===== config.mk =====
export PLATFORM = sky130hd
export DESIGN_NAME = bfa_round
export DESIGN_NICKNAME = d
export VERILOG_FILES = /design/src/hdl/bfa_pkg.sv /design/src/hdl/bfa_round.sv
export SDC_FILE = /design/constraint.sdc
export NUM_CORES = 1
export LEC_CHECK = 0
export BUFFER_PORTS_ARGS = -buffer_cell sky130_fd_sc_hd__buf_2
export CORE_UTILIZATION = 60
export CTS_CLUSTER_SIZE = 28
export DETAILED_ROUTE_END_ITERATION = 10
export PLACE_DENSITY_LB_ADDON = 0.1
export SLEW_MARGIN = 20
export SYNTH_ARGS = -nofsm -noshare
export SYNTH_HDL_FRONTEND = slang
export SYNTH_SLANG_ARGS = --single-unit

===== constraint.sdc =====
create_clock -name clk -period 7.4 [get_ports clk]
set_input_delay 1.48 -clock clk [delete_from_list [all_inputs] [get_ports clk]]
set_output_delay 1.48 -clock clk [all_outputs]
set_load 0.02 [all_outputs]

===== src/hdl/bfa_pkg.sv =====
// Shared types, constants and codes for the best-fit block allocator.
package bfa_pkg;

    localparam int MEM_BYTES         = 8192;
    localparam int TABLE_ENTRIES_DEF = 64;
    localparam int IDX_MAX_W         = 10;
    localparam int SIZE_W            = 14;
    localparam int ADDR_W            = 13;
    localparam int OWNER_W           = 16;
    localparam int GRAN_W            = 9;
    localparam int NEED_W            = 15;

    localparam logic [GRAN_W-1:0] GRAN_RESET = 9'd8;

    localparam logic REQ_ALLOC = 1'b0;
    localparam logic REQ_FREE  = 1'b1;

    localparam logic [1:0] STAT_OK      = 2'd0;
    localparam logic [1:0] STAT_NOMEM   = 2'd1;
    localparam logic [1:0] STAT_BADADDR = 2'd2;
    localparam logic [1:0] STAT_FULL    = 2'd3;

    typedef struct packed {
        logic              req_type;
        logic [SIZE_W-1:0] request_size;
        logic [ADDR_W-1:0] free_address;
        logic [OWNER_W-1:0] owner_id;
    } req_t;

    typedef struct packed {
        logic [1:0]        status;
        logic [ADDR_W-1:0] block_address;
        logic [SIZE_W-1:0] granted_size;
    } rsp_t;

    typedef enum logic [1:0] {
        S_IDLE,
        S_ROUND,
        S_SCAN,
        S_COMMIT
    } state_t;

    // Read data of one table row, both tables
    typedef struct packed {
        logic              fvalid;
        logic [ADDR_W-1:0] fbase;
        logic [SIZE_W-1:0] fsize;
        logic              avalid;
        logic [ADDR_W-1:0] abase;
        logic [SIZE_W-1:0] agranted;
    } rd_t;

    // Write commands for both tables
    typedef struct packed {
        logic                 f_we;
        logic                 f_vwe;
        logic                 f_vval;
        logic [IDX_MAX_W-1:0] f_idx;
        logic [ADDR_W-1:0]    f_base;
        logic [SIZE_W-1:0]    f_size;
        logic                 a_we;
        logic                 a_vwe;
        logic                 a_vval;
        logic [IDX_MAX_W-1:0] a_idx;
        logic [OWNER_W-1:0]   a_owner;
        logic [ADDR_W-1:0]    a_base;
        logic [SIZE_W-1:0]    a_req;
        logic [SIZE_W-1:0]    a_granted;
    } wr_t;

endpackage


===== src/hdl/bfa_round.sv =====
// Size rounding unit: restoring divide by the granule, then multiply back.
module bfa_round (
    input  logic                       clk,
    input  logic                       rst_n,
    input  logic                       start,
    input  logic [bfa_pkg::NEED_W-1:0] dividend,
    input  logic [bfa_pkg::GRAN_W-1:0] divisor,
    output logic                       done,
    output logic [bfa_pkg::NEED_W-1:0] need
);
    import bfa_pkg::*;

    logic              busy_reg;
    logic              mul_reg;
    logic              done_reg;
    logic [3:0]        cnt_reg;
    logic [GRAN_W-1:0] rem_reg;
    logic [NEED_W-1:0] quo_reg;
    logic [GRAN_W-1:0] dvs_reg;
    logic [NEED_W-1:0] need_reg;

    logic [GRAN_W:0]   trial;
    logic              ge;
    logic [GRAN_W-1:0] rem_next;
    logic [23:0]       prod;

    // One quotient bit per cycle
    always_comb
    begin
        trial    = {rem_reg, quo_reg[NEED_W-1]};
        ge       = trial >= {1'b0, dvs_reg};
        rem_next = ge ? GRAN_W'(trial - {1'b0, dvs_reg}) : trial[GRAN_W-1:0];
        prod     = {9'd0, quo_reg} * {15'd0, dvs_reg};
    end

    // Sequence the steps
    always_ff @(posedge clk or negedge rst_n)
    begin
        if (!rst_n)
        begin
            busy_reg <= 1'b0;
            mul_reg  <= 1'b0;
            done_reg <= 1'b0;
            cnt_reg  <= '0;
        end
        else
        begin
            done_reg <= 1'b0;
            if (start)
            begin
                busy_reg <= 1'b1;
                cnt_reg  <= 4'(NEED_W);
            end
            else if (busy_reg)
            begin
                cnt_reg <= cnt_reg - 4'd1;
                if (cnt_reg == 4'd1)
                begin
                    busy_reg <= 1'b0;
                    mul_reg  <= 1'b1;
                end
            end
            else if (mul_reg)
            begin
                mul_reg  <= 1'b0;
                done_reg <= 1'b1;
            end
        end
    end

    // Hold operands and partial results
    always_ff @(posedge clk)
    begin
        if (start)
        begin
            quo_reg <= dividend;
            rem_reg <= '0;
            dvs_reg <= (divisor == '0) ? GRAN_W'(1) : divisor;
        end
        else if (busy_reg)
        begin
            rem_reg <= rem_next;
            quo_reg <= {quo_reg[NEED_W-2:0], ge};
        end
        if (mul_reg)
            need_reg <= prod[NEED_W-1:0];
    end

    assign done = done_reg;
    assign need = need_reg;

endmodule


==> impl_metrics.toml, run 1 <==
[run_status]
status = "complete, no violations"

[placed_design]
io_buffers = 42
hpwl_microns = 7560
gp_congestion = 0.851
dp_cells = 650
dpl_worst_slack_ns = 2.80

[cells_and_area]
syn2layout_area_growth_pct = 6.06
final_cells = 658
fill_cells = 670
fin_nets = 675
drive_above_1_share_pct = 13.0
antenna_cells = 0

[clocking]
htreeDepth = 2
cts_inserted_buffers = 5
cts_root_buf = "clkbuf_8"
cts.sinks = 55
clock_latency_ns = 0.31
post_cts_buffers = 0
clk_path_buf_depth = 2
hold_buffers = 0
path_clk_slew_ns = 0.11
cts_resized = 0
cts_tree = "yes"

[floorplanning]
fp.dieW_microns = 95.5
rows = 33
core_area_sq_um = 8340
start_util_pct = 62.9
dieHeight_microns = 95.5
num_io_pins = 43
die_area_sq_um = 9120

[job]
cap_violations = 0

[pwr]
clockPowerShare_pct = 7.9
p_leak_uw = 0.00267
p_int_uw = 1250
power_switching_uw = 992
swShare_pct = 44.3
combinationalPowerShare_pct = 67.7
vdd_ir_drop_max_uv = 202
powerDensity_nw_per_um2 = 403
share_seq_of_total_power_pct = 24.3

[detailed_routing]
wl_per_cell_microns = 15.0
finalWirelength_microns = 9860
route.detailed.drc = 0
firstDrtPassIters = 4
drtIter0Drc = 100
drtAntennaViolNets = 0
route.vias.total = 3507
viasPerCell = 5.33

[global_route]
grt_usage_pct = 23.8
grt_pass1_wl_microns = 16600
antenna_found_initial = 0
grt_pass1_vias = 3621
grt_max_degree = 39
overflow = 0

[logic_synthesis]
yosys.cell_types.count = 43
synthTopCellsByArea = "fa_1 23%, edfxtp_1 22%, ha_1 8.4%, inv_1 7.2%, and2_1 5.5%"
synth_edf_count = 39
ys_async_sr_fraction_pct = 12.7
ys.warnings.count = 0
yosysTopAreaCellShare_pct = 23.3
post-synth-top-area-cell = "fa_1"
synthFlopType = "edfxtp_1"
syn_area_sq_um = 5240
seq_area_frac_synth_pct = 29.1
synth_area_per_cell_sq_um = 9.84
ys_ff_latch = 55
synth_cells = 533
syn_nets = 656

[critical_path]
crit_path_end_kind = "register"
worstPathMaxFanout = 14
rrSetupSlack_ns = 2.82
worstSetupPathType = "reg2reg"
arrival_ns = 4.65
cp.required_ns = 7.47
startpoint_type = "register"

[sta]
finalCriticalPeriod_ns = 4.58
fin_ws_ns = 2.82
worst_hold_slack_ns = 0.477
rsz0062_at_grt = "no"
fmax_mhz = 218
fin_tns_setup_ns = 0
final_hold_viol_count = 0
post-route-period-util_pct = 61.9
tightest_slew_ns = 0.753
relSlewSlack_pct = 49.8
setup_viol = 0
finalMaxSlewViolations = 0
fin_skew_ns = 0.00820

[hold_path]
hold_class = "reg2reg"
## power by group through the flow
| stage | Clock [uW] | Sequential (uW) | Combinational [uW] |
|---|---|---|---|
| detailed placement | 0 | 553 | 1530 |
| floorplan | 0 | 559 | 1220 |
| CTS | 184 | 546 | 1540 |
| global route | 196 | 558 | 1730 |
| global placement | 0 | 552 | 1480 |
| finish | 178 | 546 | 1520 |
## final cells by class
cell class / count / area, sq um / area share [%]
Clock buffer: 5 / 68.8 / 1.24
Clock inverter: 3 / 22.5 / 0.405
Inverter: 100 / 375 / 6.75
Multi-Input combinational cell: 348 / 3230 / 58.0
Sequential cell: 55 / 1530 / 27.4
Tap cell: 105 / 131 / 2.36
Timing Repair Buffer: 42 / 210 / 3.78
## critical path, cell delays in order (launching register included)
cell	delay [ns]
edfxtp_1	0.69
nand2_1	0.15
fa_1	0.56
inv_1	0.05
fa_1	0.50
inv_1	0.05
fa_1	0.46
fa_1	0.54
inv_1	0.04
ha_1	0.32
nor2b_1	0.16
o31ai_1	0.32
a21oi_1	0.17
a31oi_1	0.23
xnor2_1	0.09
## cell usage after synthesis, types with 3 or more instances
cell type,number
dfrtp_1,7
a21o_1,7
inv_1,100
o31ai_1,3
nor2_1,12
o211ai_1,4
o21ai_0,6
and2_1,46
nor2b_1,4
a31o_2,3
dfxtp_1,9
a21oi_1,9
edfxtp_1,39
o21a_1,4
xnor2_1,22
mux2_2,15
nor3_1,8
fa_1,61
xor2_1,7
nand2b_1,7
clkbuf_1,27
nand2_1,69
ha_1,35
## per-layer routing
metal	vias to the layer above	global-route usage (%)	routed length, microns
met5	-	0	0
met4	0	5.22	54
met3	9	2.71	288
met2	67	42.1	4970
met1	1724	31.5	4540
li1	1707	-	-
## cell families (layout without fill, tap and decap cells)
group,after synthesis,in the layout,synth area share (%)
flops,55,55,29.1
xor+xnor,29,29,4.84
compound gates,50,50,6.78
mux,15,15,3.22
fa+ha+maj,96,96,31.6
buf+inv,130,150,9.35
simple gates,158,158,15.1
## final timing paths
check                      cells past startpoint                     start                      end
setup / recovery                              14  dvs_reg[2]$_SDFFCE_PN0P_       need[14]$_DFFE_PP_
hold / removal                                 2   rem_reg[8]$_SDFFE_PP0P_  rem_reg[8]$_SDFFE_PP0P_
setup reg to reg                              14  dvs_reg[2]$_SDFFCE_PN0P_       need[14]$_DFFE_PP_
hold reg to reg                                2   rem_reg[8]$_SDFFE_PP0P_  rem_reg[8]$_SDFFE_PP0P_
max in group asynchronous                      1                     rst_n       busy_reg$_DFF_PN0_
min in group asynchronous                      1                     rst_n   cnt_reg[0]$_DFFE_PN0P_
## cells in the final DEF (no fill, tap or decap), types with 3 or more instances in the layout
cell / count
nand2_1: 69
o21ai_0: 6
nand2b_1: 7
nor3_1: 8
and2_1: 46
dfxtp_1: 9
inv_1: 100
a21oi_1: 9
a31o_2: 3
dfrtp_1: 7
o211ai_1: 4
nor2b_1: 4
xnor2_1: 22
a21o_1: 7
fa_1: 61
xor2_1: 7
o31ai_1: 3
clkbuf_8: 5
buf_2: 42
nor2_1: 12
ha_1: 35
o21a_1: 4
edfxtp_1: 39
mux2_2: 15
## stage by stage
stage          total power (uW)  cell area (sq um)  utilization, %
2_1_floorplan              1780               5240               -
3_3_place_gp               2030               5470            65.6
3_5_place_dp               2090               5470            65.6
4_1_cts                    2270               5560            66.7
5_1_grt                    2490               5560            66.7
6_report                   2240               5560            66.7
Power figures use the tool's default switching activity.
==> run 2, diff against run 1 <==
==> constraint.sdc (replaced) <==
create_clock -name clk -period 4.6 [get_ports clk]
set_input_delay 0.92 -clock clk [delete_from_list [all_inputs] [get_ports clk]]
set_output_delay 0.92 -clock clk [all_outputs]
set_load 0.02 [all_outputs]
==> impl_metrics.toml, run 2 (synthesis results as in run 1) <==
[floorplanning]
num_io_pins = 43
die_area_sq_um = 9120
start_util_pct = 62.9
rows = 33
core_area_sq_um = 8340
dieHeight_microns = 95.5
fp.dieW_microns = 95.5

[critical_path]
path_cells = "buf_4 -> and2_1 -> fa_1 -> fa_1 -> fa_1 -> inv_1 -> fa_1 -> inv_1 -> ha_1 -> o31a_1 -> a31o_2 -> a21oi_1 -> xnor2_1"
crit_top_cell = "fa_1"
rrSetupSlack_ns = 0.18
crit_path_end_kind = "register"
critPathTopFamily = "adder cells"
slowest_stage = "edfxtp_1"
arrival_ns = 4.50
worstSetupPathType = "reg2reg"
worstPathMaxFanout = 8
critPathBufInv = 3
critical-path-max-stage-delay_ns = 0.54
cp.required_ns = 4.68
startpoint_type = "register"

[sta]
fin_skew_ns = 0.0104
fin_tns_setup_ns = 0
final_hold_viol_count = 0
relSlewSlack_pct = 54.7
fin_ws_ns = 0.185
setup_viol = 0
tightest_slew_ns = 0.680
fmax_mhz = 226
finalCriticalPeriod_ns = 4.42
post-route-period-util_pct = 96.0
finalMaxSlewViolations = 0
rsz0062_at_grt = "no"

[clocking]
cts_root_buf = "clkbuf_8"
cts_tree = "yes"
clock_latency_ns = 0.31
hold_buffers = 0
cts.sinks = 55
cts_inserted_buffers = 5
path_clk_slew_ns = 0.11
htreeDepth = 2
clk_path_buf_depth = 2

[detailed_routing]
firstDrtPassIters = 4
drtIter0Drc = 111
viasPerCell = 5.32
finalWirelength_microns = 10400
wl_per_cell_microns = 15.0
route.vias.total = 3678
drtAntennaViolNets = 0
route.detailed.drc = 0

[cells_and_area]
antenna_cells = 0
multi_input_area_sq_um = 3240
mostFrequentLayoutCells = "100 x inv_1, 69 x nand2_1, 61 x fa_1"
seqCellArea_sq_um = 1530
syn2layout_area_growth_pct = 11.5
fill_cells = 665
fin_nets = 709
drive_above_1_share_pct = 18.2
mostFrequentLayoutCell = "inv_1"
final_util_pct = 70.1

[global_route]
grt_max_degree = 39
grt_pass1_wl_microns = 17300
overflow = 0
antenna_found_initial = 0
grt_usage_pct = 25.0
grt_pass1_vias = 3755

[placed_design]
io_buffers = 42
gp_congestion = 0.894
dpl_worst_slack_ns = 0.0505
hpwl_microns = 8270

[pwr]
powerDensity_nw_per_um2 = 644
power_switching_uw = 1650
vdd_ir_drop_max_uv = 300
p_leak_uw = 0.00284
p_int_uw = 2120
clockPowerShare_pct = 8.8
share_seq_of_total_power_pct = 22.8
swShare_pct = 43.7
combinationalPowerShare_pct = 68.5

[job]
cap_violations = 0

[hold_path]
hold_class = "in2async"

[run_status]
status = "complete, no violations"
[run 2: power by group through the flow]
stage	Combinational (uW)	Clock (uW)	Sequential, uW
after floorplan	1970	0	899
after global placement	2410	0	875
after detailed placement	2530	0	876
after CTS	2550	339	865
after global routing	2910	360	874
final	2580	331	857
[run 2: final timing paths]
| path | from | to | depth (start not counted) |
|---|---|---|---|
| min in group clk | rem_reg[8]$_SDFFE_PP0P_ | rem_reg[8]$_SDFFE_PP0P_ | 2 |
| worst max register to register | quo_reg[3]$_DFFE_PP_ | need[13]$_DFFE_PP_ | 13 |
| worst min register to register | rem_reg[8]$_SDFFE_PP0P_ | rem_reg[8]$_SDFFE_PP0P_ | 2 |
| max in group asynchronous | rst_n | mul_reg$_DFFE_PN0P_ | 1 |
| worst min-delay path | rst_n | cnt_reg[0]$_DFFE_PN0P_ | 1 |
| worst max-delay path | quo_reg[3]$_DFFE_PP_ | need[13]$_DFFE_PP_ | 13 |
[run 2: final cells by class]
type	instances	area share [%]
Inverter	100	6.42
Tap cell	105	2.25
Sequential cell	55	26.1
Clock buffer	5	1.18
Multi-Input combinational cell	348	55.4
Clock inverter	3	0.728
Timing Repair Buffer	76	7.96
[run 2: through the flow]
| stage | instances | total power (uW) | hold WS (ns) | instance area (sq um) |
|---|---|---|---|---|
| 2_1_floorplan | 533 | 2870 | 0.426 | 5240 |
| 3_3_place_gp | 665 | 3290 | 0.445 | 5580 |
| 3_5_place_dp | 665 | 3410 | 0.445 | 5580 |
| 4_1_cts | 673 | 3750 | 0.419 | 5690 |
| 5_1_grt | 692 | 4140 | 0.416 | 5850 |
| 6_report | 692 | 3770 | 0.425 | 5850 |
[run 2: what timing repair did]
action,CTS,global route
setup buffers,0,19
endpoints found under the setup margin,0,4
gates resized for setup,0,2
[run 2: routing by layer]
| layer | vias to the layer above | track usage, % | part of all wire [%] |
|---|---|---|---|
| met3 | 10 | 3.03 | 2.9 |
| met5 | - | 0 | 0 |
| met4 | 0 | 5.85 | 1.1 |
| li1 | 1777 | - | - |
| met1 | 1822 | 32.8 | 46 |
| met2 | 69 | 44.3 | 51 |
